### src/connection_retry_backoff_fsm_macros.svh
// Assertion helpers for the files that check their own logic.
`ifndef CONNECTION_RETRY_BACKOFF_FSM_MACROS_SVH
`define CONNECTION_RETRY_BACKOFF_FSM_MACROS_SVH

// Check a property on a given clock, held off while the given reset is low.
`define CRB_ASSERT_CLK(label, clk, rst_n, prop, msg) \
  label: assert property (@(posedge clk) disable iff (!rst_n) prop) else $error(msg);

// Check a property on the block clock and reset.
`define CRB_ASSERT(label, prop, msg) \
  `CRB_ASSERT_CLK(label, clk_i, rst_ni, prop, msg)

`endif

### src/crb_pkg.sv
`timescale 1ns / 1ps

package crb_pkg;

  localparam int unsigned DelayW = 32;
  localparam int unsigned TimeW  = 32;
  localparam int unsigned ModeW  = 3;

  localparam logic [DelayW-1:0] InitDelayRst = 32'd1000;
  localparam logic [DelayW-1:0] MaxDelayRst  = 32'd60000;

  // Command kinds carried in the input tuser
  localparam logic CMD_START = 1'b0;
  localparam logic CMD_TICK  = 1'b1;

  // Configuration register indexes
  localparam logic REG_INIT_DELAY = 1'b0;
  localparam logic REG_MAX_DELAY  = 1'b1;

  // Mode codes as reported on the result stream
  localparam logic [ModeW-1:0] MODE_CODE_IDLE       = 3'd0;
  localparam logic [ModeW-1:0] MODE_CODE_WAIT_NET   = 3'd1;
  localparam logic [ModeW-1:0] MODE_CODE_CONNECTING = 3'd2;
  localparam logic [ModeW-1:0] MODE_CODE_CONNECTED  = 3'd3;
  localparam logic [ModeW-1:0] MODE_CODE_BACKOFF    = 3'd4;

  typedef enum logic [4:0] {
    MODE_IDLE       = 5'b00001,
    MODE_WAIT_NET   = 5'b00010,
    MODE_CONNECTING = 5'b00100,
    MODE_CONNECTED  = 5'b01000,
    MODE_BACKOFF    = 5'b10000
  } mode_e;

  typedef struct packed {
    mode_e             mode;
    logic [DelayW-1:0] delay;
    logic [TimeW-1:0]  due;
  } crb_state_t;

  typedef struct packed {
    logic [DelayW-1:0] init_delay;
    logic [DelayW-1:0] max_delay;
  } crb_cfg_t;

  typedef struct packed {
    logic             command;
    logic [TimeW-1:0] now_ms;
    logic             network_ready;
    logic             link_up;
    logic             connect_ok;
    logic             subscribe_ok;
  } crb_in_t;

  typedef struct packed {
    logic [ModeW-1:0]  mode;
    logic              issue_connect;
    logic              issue_disconnect;
    logic              issue_service;
    logic              publish_allowed;
    logic [DelayW-1:0] next_delay_ms;
  } crb_res_t;

  function automatic logic [ModeW-1:0] mode_code(input mode_e m);
    logic [ModeW-1:0] code;
    unique case (m)
      MODE_IDLE:       code = MODE_CODE_IDLE;
      MODE_WAIT_NET:   code = MODE_CODE_WAIT_NET;
      MODE_CONNECTING: code = MODE_CODE_CONNECTING;
      MODE_CONNECTED:  code = MODE_CODE_CONNECTED;
      MODE_BACKOFF:    code = MODE_CODE_BACKOFF;
      default:         code = MODE_CODE_IDLE;
    endcase
    return code;
  endfunction

endpackage

### src/crb_step.sv
`timescale 1ns / 1ps

module crb_step
  import crb_pkg::*;
(
  input  crb_state_t cur_i,
  input  crb_cfg_t   cfg_i,
  input  crb_in_t    in_i,
  output crb_state_t nxt_o,
  output crb_res_t   res_o
);

  logic [DelayW-1:0] twice;
  logic [DelayW-1:0] backoff_delay;
  logic [TimeW-1:0]  retry_at;
  logic [TimeW-1:0]  since_due;
  logic              is_due;

  // Double the delay; saturate on overflow or past the ceiling
  assign twice         = {cur_i.delay[DelayW-2:0], 1'b0};
  assign backoff_delay = (cur_i.delay[DelayW-1] || (twice > cfg_i.max_delay)) ?
                         cfg_i.max_delay : twice;
  assign retry_at      = in_i.now_ms + cur_i.delay;
  // Wrap-safe due test: sign of the difference
  assign since_due     = in_i.now_ms - cur_i.due;
  assign is_due        = !since_due[TimeW-1];

  always_comb begin
    nxt_o                  = cur_i;
    res_o.issue_connect    = 1'b0;
    res_o.issue_disconnect = 1'b0;
    res_o.issue_service    = 1'b0;
    if (in_i.command == CMD_START) begin
      nxt_o.mode  = MODE_WAIT_NET;
      nxt_o.delay = cfg_i.init_delay;
      nxt_o.due   = in_i.now_ms;
    end else if (cur_i.mode != MODE_IDLE) begin
      if (!in_i.network_ready) begin
        res_o.issue_disconnect = in_i.link_up;
        nxt_o.mode             = MODE_WAIT_NET;
        nxt_o.due              = in_i.now_ms;
      end else if (cur_i.mode == MODE_CONNECTED) begin
        if (!in_i.link_up) begin
          nxt_o.mode  = MODE_BACKOFF;
          nxt_o.due   = retry_at;
          nxt_o.delay = backoff_delay;
        end else begin
          res_o.issue_service = 1'b1;
        end
      end else if (!((cur_i.mode == MODE_BACKOFF) && !is_due)) begin
        res_o.issue_connect = 1'b1;
        if (!in_i.connect_ok || !in_i.subscribe_ok) begin
          // a refused subscription tears the session down again
          res_o.issue_disconnect = in_i.connect_ok;
          nxt_o.mode             = MODE_BACKOFF;
          nxt_o.due              = retry_at;
          nxt_o.delay            = backoff_delay;
        end else begin
          nxt_o.mode  = MODE_CONNECTED;
          nxt_o.delay = cfg_i.init_delay;
        end
      end
    end
    res_o.mode            = mode_code(nxt_o.mode);
    res_o.publish_allowed = (nxt_o.mode == MODE_CONNECTED) && in_i.link_up;
    res_o.next_delay_ms   = nxt_o.delay;
  end

endmodule

### src/connection_retry_backoff_fsm.sv
`timescale 1ns / 1ps
// An accepted transaction is held in the input register, then its result in the result register.
// Throughput: one item per cycle while the output is not stalled; the state update for an
// item completes at the same edge at which it moves from the input register to the result register.
// Reset: pipeline empty, mode idle, retry delay 1000, due time 0, initial delay
// 1000 and maximum delay 60000.
`include "connection_retry_backoff_fsm_macros.svh"

module connection_retry_backoff_fsm
  import crb_pkg::*;
(
  input  logic        clk_i,
  input  logic        rst_ni,
  input  logic        cfg_we_i,
  input  logic        cfg_idx_i,
  input  logic [31:0] cfg_wdata_i,
  input  logic        s_axis_tvalid,
  output logic        s_axis_tready,
  // [31:0] now_ms, [32] network_ready, [33] link_up, [34] connect_ok,
  // [35] subscribe_ok, [39:36] zero
  input  logic [39:0] s_axis_tdata,
  // [0] command
  input  logic        s_axis_tuser,
  output logic        m_axis_tvalid,
  input  logic        m_axis_tready,
  // [2:0] mode, [3] issue_connect, [4] issue_disconnect, [5] issue_service,
  // [6] publish_allowed, [38:7] next_delay_ms, [39] zero
  output logic [39:0] m_axis_tdata
);

  crb_cfg_t   cfg_q;
  crb_state_t st_q, st_d;
  crb_in_t    in_q;
  crb_res_t   res_d, res_q;
  logic       in_valid_q, out_valid_q;
  logic       advance;

  assign advance       = in_valid_q && (!out_valid_q || m_axis_tready);
  assign s_axis_tready = !in_valid_q || advance;

  always_ff @(posedge clk_i or negedge rst_ni) begin
    if (!rst_ni) begin
      cfg_q.init_delay <= InitDelayRst;
      cfg_q.max_delay  <= MaxDelayRst;
    end else if (cfg_we_i) begin
      unique case (cfg_idx_i)
        REG_INIT_DELAY: cfg_q.init_delay <= cfg_wdata_i;
        REG_MAX_DELAY:  cfg_q.max_delay  <= cfg_wdata_i;
        default: ;
      endcase
    end
  end

  always_ff @(posedge clk_i or negedge rst_ni) begin
    if (!rst_ni) begin
      in_valid_q <= 1'b0;
    end else if (s_axis_tready) begin
      in_valid_q <= s_axis_tvalid;
    end
  end

  always_ff @(posedge clk_i) begin
    if (s_axis_tvalid && s_axis_tready) begin
      in_q.command       <= s_axis_tuser;
      in_q.now_ms        <= s_axis_tdata[31:0];
      in_q.network_ready <= s_axis_tdata[32];
      in_q.link_up       <= s_axis_tdata[33];
      in_q.connect_ok    <= s_axis_tdata[34];
      in_q.subscribe_ok  <= s_axis_tdata[35];
    end
  end

  crb_step u_step (
    .cur_i (st_q),
    .cfg_i (cfg_q),
    .in_i  (in_q),
    .nxt_o (st_d),
    .res_o (res_d)
  );

  always_ff @(posedge clk_i or negedge rst_ni) begin
    if (!rst_ni) begin
      st_q.mode   <= MODE_IDLE;
      st_q.delay  <= InitDelayRst;
      st_q.due    <= '0;
      out_valid_q <= 1'b0;
    end else begin
      if (advance) begin
        st_q <= st_d;
      end
      if (advance) begin
        out_valid_q <= 1'b1;
      end else if (m_axis_tready) begin
        out_valid_q <= 1'b0;
      end
    end
  end

  always_ff @(posedge clk_i) begin
    if (advance) begin
      res_q <= res_d;
    end
  end

  assign m_axis_tvalid = out_valid_q;
  assign m_axis_tdata  = {1'b0, res_q.next_delay_ms, res_q.publish_allowed,
                          res_q.issue_service, res_q.issue_disconnect,
                          res_q.issue_connect, res_q.mode};

  `CRB_ASSERT(a_hold_pending, in_valid_q && !advance |=> in_valid_q, "pending item dropped")
  `CRB_ASSERT(a_result_follows, advance |=> out_valid_q, "result not presented")
  `CRB_ASSERT(a_start_reload, advance && (in_q.command == CMD_START) |=> (st_q.mode == MODE_WAIT_NET) && (st_q.delay == $past(cfg_q.init_delay)), "start did not reload state")

endmodule
### config.mk
export PLATFORM = sky130hd
export DESIGN_NAME = connection_retry_backoff_fsm
export DESIGN_NICKNAME = d
export VERILOG_FILES = /design/src/crb_pkg.sv /design/src/crb_step.sv /design/src/connection_retry_backoff_fsm.sv
export VERILOG_INCLUDE_DIRS = /design/src /design/src/src
export SDC_FILE = /design/constraint.sdc
export NUM_CORES = 1
export LEC_CHECK = 0
export BUFFER_PORTS_ARGS = -buffer_cell sky130_fd_sc_hd__buf_2
export CAP_MARGIN = 20
export CORE_ASPECT_RATIO = 0.8
export CORE_MARGIN = 3
export CORE_UTILIZATION = 60
export CTS_CLUSTER_DIAMETER = 60
export DETAILED_ROUTE_END_ITERATION = 10
export GPL_ROUTABILITY_DRIVEN = 0
export PLACE_DENSITY = 0.8
export SLEW_MARGIN = 15
export SYNTH_ARGS = -nofsm -noshare
export SYNTH_HDL_FRONTEND = slang
export SYNTH_SLANG_ARGS = --single-unit
### constraint.sdc
create_clock -name clk_i -period 8.75 [get_ports clk_i]
set_clock_uncertainty 0.1 [all_clocks]
set_input_delay 1.75 -clock clk_i [delete_from_list [all_inputs] [get_ports clk_i]]
set_output_delay 1.75 -clock clk_i [all_outputs]
set_load 0.03 [all_outputs]
==> results of run 1 <==
worst max-delay path, stage by stage:
cell      delay [ps]
buf_2             80
nand2b_1         110
nand2_1          230
inv_2            600
buf_16           240
nand3_1          120
a211oi_2         240
buf_4            350
or2_1            390
buf_4            410
mux2_1           360
per-layer routing:
metal	global-route usage (%)	vias up	share of wire [%]
met5	0	-	0
met4	10.9	0	3.8
met3	4.18	68	7.6
met2	42.4	420	44
met1	39.0	4619	45
li1	-	4383	-
layout make-up:
type / count / area [um^2]
clock inverter: 10 / 161
tap: 264 / 330
multi-input combinational: 763 / 6050
inverter: 74 / 278
sequential: 211 / 5690
clock buffer: 32 / 649
timing repair buffer: 131 / 722
fill: 1470 / 6040
layout by cell type, fill, tap and decap left out, drive strengths merged, types with 7 or more instances in the layout:
cell type  netlist  final
mux2i           37     37
dfrtp          115    115
xor2            11     11
o221a           60     60
a211oi          12     12
and3             9      9
nor2b           10     10
o21a            10     10
inv             73     77
mux2            68     68
nand2           83     83
buf             24    131
o21ai           31     31
a31oi           10     10
nor2            27     27
edfxtp          76     76
xnor2           15     15
ha              92     92
dfstp           20     20
a22oi           25     25
clkbuf          30     32
and2             9      9
a21oi           69     69
nand4            9      9
a21o            26     26
nand3           50     50
o211ai           7      7
nor3            29     29
power breakdown:
part | internal (uW) | total [uW] | switching (uW)
logic | 662 | 1520 | 859
clock network | 639 | 1040 | 398
registers | 1250 | 1440 | 195
total | 2550 | 4000 | 1450
registers in the layout, summed over array words and instances (netlist names):
register / count
in_valid_q: 1
m_axis_tdata: 39
cfg_q: 64
m_axis_tvalid: 1
st_q: 69
in_q: 37
logic make-up (layout without fill, tap and decap cells):
family | Yosys count | count (layout) | synth area share, %
XOR/XNOR | 26 | 26 | 2.02
AO/OA/AOI/OAI | 289 | 289 | 18.3
buffers and inverters | 128 | 247 | 4.45
multiplexers | 105 | 105 | 9.29
adder cells (fa/ha/maj) | 93 | 93 | 9.58
other | 1 | 1 | 0.0307
flip-flops | 211 | 211 | 46.5
AND/OR/NAND/NOR | 249 | 249 | 9.86
worst max path at each step:
stage	start	cells after the start	end
after CTS	m_axis_tready	10	st_q[27]
after global routing	m_axis_tready	11	st_q[27]
after detailed placement	m_axis_tready	10	st_q[27]
final	m_axis_tready	11	st_q[27]
after floorplan	m_axis_tready	8	st_q[0]
after global placement	m_axis_tready	10	st_q[27]
through the flow:
stage / std cells / setup slack, ps / hold slack, ps
after detailed placement: 1442 / 3520 / 381
after CTS: 1484 / 4030 / 396
final: 1485 / 4120 / 395
after global routing: 1485 / 3960 / 411
after floorplan: 1102 / 4320 / 350
after global placement: 1442 / 3650 / 363
==> results.md, run 1 <==
* Post-synth net total at around 1.3k
* R2r startpoint: in_q[33]
* Number of I/O port buffers at 115
* Flop2flop setup slack at 4410 ps
* Most common cell in the netlist: dfrtp_1
* Period utilisation layout at 53.0%
* Minimum clock period at 4630 ps
* Number of enable flip-flop cells after synthesis at 76
* Post-synth top area share at between 20% and 30%
* Clock buffer depth at 3
* Final nets at 1,376
* First-pass GRT wire length at 49,600 um
* Dpl hpwl at 20,500 um
* Critical Path RT at around 9000 ps
* Status: completed
* Total power per unit cell area at 288 mW/mm^2
* Number of synthesis warnings at 0
* P&R area growth vs syn at 13.5%
* Worst Reg-to-Reg Cells at 12
* Leak pwr at 0.00600 uW
* Rows at 46
* Die footprint at ~0.022 mm^2
* Setup violators final at 0
* Largest net degree at the start of global routing at 74
* Setup repair after global routing missed its margin: false
* Initial core utilization at 61.4%
* Total negative slack at 0 ps
* Total wire length at 30,300 um
* CTS tree: done
* Via count at 9,490
* Pre-antenna DRT Iters at 5
* Synth cell types at 69
* Die width at 166 um
* Post-Syn Area at 0.0122 mm^2
* Maximum clock rate at 216 MHz
* Worst hold path depth at 1
* CORE AREA at about 0.020 mm^2
* Die Ht at 134 um
* Number of global-route vias before repair at 9,487
* Crit path capture type: flop
* Gr usage total at 27.3%
* Synth top cells by count: dfrtp_1 (115), ha_1 (92), nand2_1 (83), edfxtp_1 (76), inv_1 (73)
* Clock-pin slew of the registers on the worst-case setup and hold paths at about 60 ps
* Worst VDD drop at about 0.17 mV
* DRC viols at 0
* Mapped Avg Cell Area at 11.1 um^2
* Ys async rst share at 64.0%
* Largest area contributor in the netlist: dfrtp_1
* Post-DR vias/cell at 6.39
* Hold_sp: st_q[0]
* Hold Fails Final Rpt at 0
* Post-synthesis sequential area ratio at 46.5%
* Final max-slew violation count at 0
* Max-Cap Viols at 0
* Num CTS Buffers at 23
* Crit path launch type: input port
* Hold Crit Class: flop to flop
* Main synth FF type: dfrtp_1
* Worst slew pin tran at 1110 ps
* Root Driver: clkbuf_16
* Ports at 121
* Final instance area at 0.0139 mm^2
* Yosys reg bits at 211
* Post-CTS Setup Bufs at 0
* Initial antenna violation count at 0
* Cell area after placement at 0.0130 mm^2
* Hold endpoint: st_q[0]
* CTS resizes at 0
* WP data arrival at a little under 5000 ps
* Share of cells above drive strength 1 at 26.0%
* Slew Limit Headroom at about a quarter
* Final core occ at about 70%
* N_diodes at 0
* Largest fanout on the critical path at 28
* Hold Buf Count CTS at 0
* H-tree depth at 1
* Routed Antenna Nets at 0
* Pwr Total at 4000 uW
* Crit Path Category: input port to flop
* Grt ovf at 0
* Gate Count Post-Synth at between 1k and 1.5k
* Average wire per standard cell at approximately 20 um
* Sink Count at ~210
* Clock latency on the worst-skew pair at 520 ps
* Synth top area cells: dfrtp_1 (24%), edfxtp_1 (19%), ha_1 (9.4%)
* DRT iter0 DRCs at 1,049
* Reg-to-reg critical path endpoint: st_q[27]
Note: power is estimated with default switching activity, not from simulation.
==> run 2, diff against run 1 <==
--- a/config.mk
+++ b/config.mk
@@ -10,11 +10,11 @@
 export CAP_MARGIN = 20
 export CORE_ASPECT_RATIO = 0.8
 export CORE_MARGIN = 3
-export CORE_UTILIZATION = 60
+export CORE_UTILIZATION = 54
 export CTS_CLUSTER_DIAMETER = 60
 export DETAILED_ROUTE_END_ITERATION = 10
 export GPL_ROUTABILITY_DRIVEN = 0
-export PLACE_DENSITY = 0.8
+export PLACE_DENSITY = 0.76
 export SLEW_MARGIN = 15
 export SYNTH_ARGS = -nofsm -noshare
 export SYNTH_HDL_FRONTEND = slang
==> constraint.sdc (replaced) <==
create_clock -name clk_i -period 3.9 [get_ports clk_i]
set_clock_uncertainty 0.1 [all_clocks]
set_input_delay 0.78 -clock clk_i [delete_from_list [all_inputs] [get_ports clk_i]]
set_output_delay 0.78 -clock clk_i [all_outputs]
set_load 0.03 [all_outputs]
==> results.md, run 2 (synthesis gave the netlist of run 1 again) <==
* Crit-path slowest cell: a2111oi_0
* Multi-input gate area at 0.00606 mm^2
* Crit Path Category: flop to flop
* Num CTS Buffers at 24
* Root Driver: clkbuf_16
* Final core occ at 63.9%
* Crit path capture type: flop
* Sink Count at 211
* Setup violators final at 0
* Initial antenna violation count at 0
* CTS tree: done
* Crit path launch type: flop
* Hold Crit Class: input port to async pin
* Clock-pin slew of the registers on the worst-case setup and hold paths at roughly 60 ps
* Initial core utilization at 55.8%
* Status: completed
* Worst setup margin at ~170 ps
* Post-CTS Setup Bufs at 0
* H-tree depth at 1
* Rows at 48
* Leak pwr at 0.00604 uW
* Gr usage total at roughly 25%
* CORE AREA at ~0.022 mm^2
* Final max-slew violation count at 0
* Cell area after placement at 0.0132 mm^2
* Clock latency on the worst-skew pair at 520 ps
* Fillers at 1,739
* Number of I/O port buffers at 115
* CTS resizes at 0
* Setup repair after global routing missed its margin: false
* Number of global-route vias before repair at a little over 9k
* Die footprint at around 0.024 mm^2
* Die Ht at 141 um
* Total wire length at 30,500 um
* First-pass GRT wire length at 49,200 um
* Share of cells above drive strength 1 at 26.8%
* CP cell instances: inv_1 > ha_1 > a21oi_1 > nor2b_1 > a2111oi_0 > nand4_1 > a311oi_4 > buf_4 > mux2i_1 > nand2_1 > o221a_2
* N_diodes at 0
* Period utilisation layout at 95.7%
* P&R area growth vs syn at 14.5%
* Dpl ws at 270 ps
* DRC viols at 0
* Hold Fails Final Rpt at 0
* Total power per unit cell area at 634 mW/mm^2
* Post-DR vias/cell at about 6.1
* Clock buffer depth at 3
* Total negative slack at 0 ps
* Max-Cap Viols at 0
* Commonest non-fill, non-tap cell in the layout: dfrtp_1
* Final instance area at 0.0140 mm^2
* Largest fanout on the critical path at 17
* Reg with most FFs: st_q
* Maximum clock rate at 268 MHz
* Pre-antenna DRT Iters at 5
* Number of flip-flops in the largest register at 69
* Worst VDD drop at 0.366 mV
* Register Area at approximately 0.0057 mm^2
* Largest net degree at the start of global routing at 81
* WP data arrival at 3900 ps
* Ports at 121
* Die width at 174 um
* Most frequent cells in the layout: dfrtp_1 (115), buf_2 (114), ha_1 (92)
* Top delay family on crit path: compound AO/OA/AOI/OAI gates
* Average wire per standard cell at 19.9 um
* DP Cell Count at around 1.5k
* Fin cells at 1,535
* Worst slew pin tran at a little over 800 ps
* Routed Antenna Nets at 0
* Dpl hpwl at 21,300 um
* Largest stage delay, worst path at 650 ps
* CP bufs+invs at 2
* Final nets at 1,389
* Grt ovf at 0
* Hold Buf Count CTS at 0
* DRT iter0 DRCs at 813
* Via count at 9,418
* Slew Limit Headroom at ~46%
* Critical Path RT at 4060 ps
* Minimum clock period at ~3700 ps
==> run 2: power breakdown <==
part,total (uW),switching [uW],leakage (uW),internal [uW]
clock network,2180,886,0.000379,1300
registers,3230,430,0.00227,2800
logic,3470,1940,0.00340,1530
total,8880,3250,0.00604,5630
==> run 2: cell type report <==
class                   instances  area share, %
inverters                      74           1.98
repair buffers                143           5.92
multi-input cells             763           43.3
clock buffers                  39           5.28
well taps                     300           2.68
flip-flops and latches        211           40.6
clock inverters                 5          0.241
==> run 2: path summary, 6_finish.rpt <==
check / end / cells past startpoint / startpoint / slack [ps]
setup / recovery: m_axis_tdata[23] / 11 / cfg_q[14] / 170
hold / removal: in_valid_q / 1 / rst_ni / 180
setup reg to reg: m_axis_tdata[23] / 11 / cfg_q[14] / 170
hold reg to reg: st_q[0] / 1 / st_q[0] / 380
max in group asynchronous: st_q[22] / 2 / rst_ni / 2620
min in group clk_i: in_q[3] / 1 / s_axis_tdata[32] / 330
==> run 2: per-layer routing <==
metal,track usage (%),vias to the layer above,routed length [um]
met5,0,-,0
met4,7.40,0,940
met3,4.36,54,2440
met2,38.7,366,13600
met1,35.9,4598,13600
li1,-,4400,-
==> run 2: metrics by stage <==
step | power [uW] | hold WS [ps]
3_3_place_gp | 6560 | 360
2_1_floorplan | 5740 | 350
6_report | 8880 | 181
3_5_place_dp | 6670 | 375
5_1_grt | 9450 | 229
4_1_cts | 8880 | 221
==> run 3, diff against run 2 <==
--- a/config.mk
+++ b/config.mk
@@ -14,7 +14,7 @@
 export CTS_CLUSTER_DIAMETER = 60
 export DETAILED_ROUTE_END_ITERATION = 10
 export GPL_ROUTABILITY_DRIVEN = 0
-export PLACE_DENSITY = 0.76
+export PLACE_DENSITY = 0.82
 export SLEW_MARGIN = 15
 export SYNTH_ARGS = -nofsm -noshare
 export SYNTH_HDL_FRONTEND = slang
==> results.md, run 3 (synthesis gave the netlist of run 1 again) <==
* Status: completed
* Busiest grt layer: met2
* Initial antenna violation count at 0
* Fin cells at about 1.5k
* Final nets at about 1.4k
* CORE AREA at about 0.022 mm^2
* Gr usage total at 25.3%
* Critical Path RT at 4060 ps
* Num CTS Buffers at 23
* CTS tree: done
* DRC viols at 0
* Crit-path slowest cell: dfstp_2
* Worst slew pin tran at 815 ps
* Cell area after placement at between 0.01 and 0.015 mm^2
* Setup repair after global routing missed its margin: false
* Via count at 9,481
* Cell mode on critical path: nand3_1
* Combinational Power Share at slightly below 40%
* Register Area at 0.00569 mm^2
* Total negative slack at 0 ps
* DRT iter0 DRCs at 822
* Number of flip-flops in the largest register at 69
* Clock buffer depth at 3
* Leak pwr at 0.00603 uW
* Number of I/O port buffers at 115
* First-pass GRT wire length at 50,000 um
* Final instance area at 0.0140 mm^2
* Maximum clock rate at 271 MHz
* Grt ovf at 0
* Pre-antenna DRT Iters at 5
* Worst VDD drop at 0.437 mV
* Net Switching at 3280 uW
* H-tree depth at 1
* Sw frac at 37.1%
* Period utilisation layout at 94.8%
* N_diodes at 0
* Post-CTS Setup Bufs at 0
* Reg with most FFs: st_q
* Largest fanout on the critical path at 22
* Met1 Resource Use GR at 36.6%
* Dpl hpwl at 21,700 um
* DP Cell Count at around 1.5k
* Largest net degree at the start of global routing at 79
* Crit Path Category: flop to flop
* Die footprint at between 0.02 and 0.025 mm^2
* Total wire length at between 30,000 and 40,000 um
* Average wire per standard cell at 20.3 um
* Setup violators final at 0
* WP data arrival at 3850 ps
* Rows at 48
* Share of cells above drive strength 1 at 26.9%
* Initial core utilization at 55.8%
* Crit path launch type: flop
* Crit path capture type: flop
* Final max-slew violation count at 0
* Minimum clock period at 3700 ps
* Met3 Use GR at 4.39%
* Root Driver: clkbuf_16
* Post-DR vias/cell at 6.19
* CTS resizes at 0
* Clock latency on the worst-skew pair at 520 ps
* Fillers at between 1.5k and 2k
* Largest stage delay, worst path at 540 ps
* Hold Crit Class: input port to async pin
* Internal power at around 5600 uW
* Sink Count at 211
* P&R area growth vs syn at 14.3%
* Routed Antenna Nets at 0
* Die width at approximately 170 um
* Ports at 121
* Multi-input gate area at slightly above 0.006 mm^2
* M2 GR Usage at 38.3%
* Most frequent cells in the layout: dfrtp_1 (115), buf_2 (114), ha_1 (92)
* Commonest non-fill, non-tap cell in the layout: dfrtp_1
* Share of power burned in registers at 36.6%
* Total power per unit cell area at 633 mW/mm^2
* Clock Power Share at approximately a quarter
* CP cell instances: inv_1 > ha_1 > nand3_1 > nor4_1 > nand4_1 > nand3_1 > a21oi_1 > a311oi_4 > buf_4 > mux2i_1 > nand2_1 > o221a_2
* Final core occ at 63.7%
* WHS at 122 ps
* Number of global-route vias before repair at 9,345
* Die Ht at between 100 and 150 um
* Hold Fails Final Rpt at 0
* Max-Cap Viols at 0
* Clock-pin slew of the registers on the worst-case setup and hold paths at 60 ps
* Slew Limit Headroom at 45.7%
* Hold Buf Count CTS at 0
run 3: power groups by stage:
stage	registers (uW)	clock network (uW)	logic, uW
after CTS	3230	2200	3420
after floorplan	3210	0	2530
after global placement	3240	0	3270
after detailed placement	3270	0	3400
after global routing	3280	2280	3820
final	3240	2150	3460
run 3: final timing paths:
kind | start | cells after the start | to | slack, ps
setup / recovery | cfg_q[15] | 12 | m_axis_tdata[36] | 200
hold / removal | rst_ni | 1 | st_q[10] | 120
setup reg to reg | cfg_q[15] | 12 | m_axis_tdata[36] | 200
hold reg to reg | in_valid_q | 1 | m_axis_tvalid | 390
max in group asynchronous | rst_ni | 2 | cfg_q[15] | 2760
min in group clk_i | s_axis_tdata[1] | 1 | in_q[5] | 330
run 3: layer usage:
metal | part of all wire (%) | vias to the layer above
li1 | - | 4403
met1 | 44 | 4586
met2 | 44 | 416
met3 | 8.0 | 76
met4 | 4.1 | 0
met5 | 0 | -
run 3: area by class of cell:
| class | instances | share of cell area (%) |
|---|---|---|
| clock buffers | 26 | 4.34 |
| clock inverters | 16 | 1.01 |
| inverters | 74 | 1.99 |
| multi-input cells | 763 | 43.3 |
| flip-flops and latches | 211 | 40.7 |
| well taps | 300 | 2.69 |
| repair buffers | 142 | 5.97 |
run 3: worst max-delay path: cells and delay by family, from the launching register on:
family	cells	cell delay [ps]
and+or+nand+nor	5	1180
muxes	1	320
buffers and inverters	2	480
adders and majority gates	1	290
DFF	1	540
AOI/OAI and AO/OA	3	520
run 3: through the flow:
step | power, uW | setup WS (ps)
floorplan | 5740 | 440
global placement | 6520 | 410
detailed placement | 6660 | 260
CTS | 8860 | 198
global route | 9390 | 1.32
finish | 8850 | 203
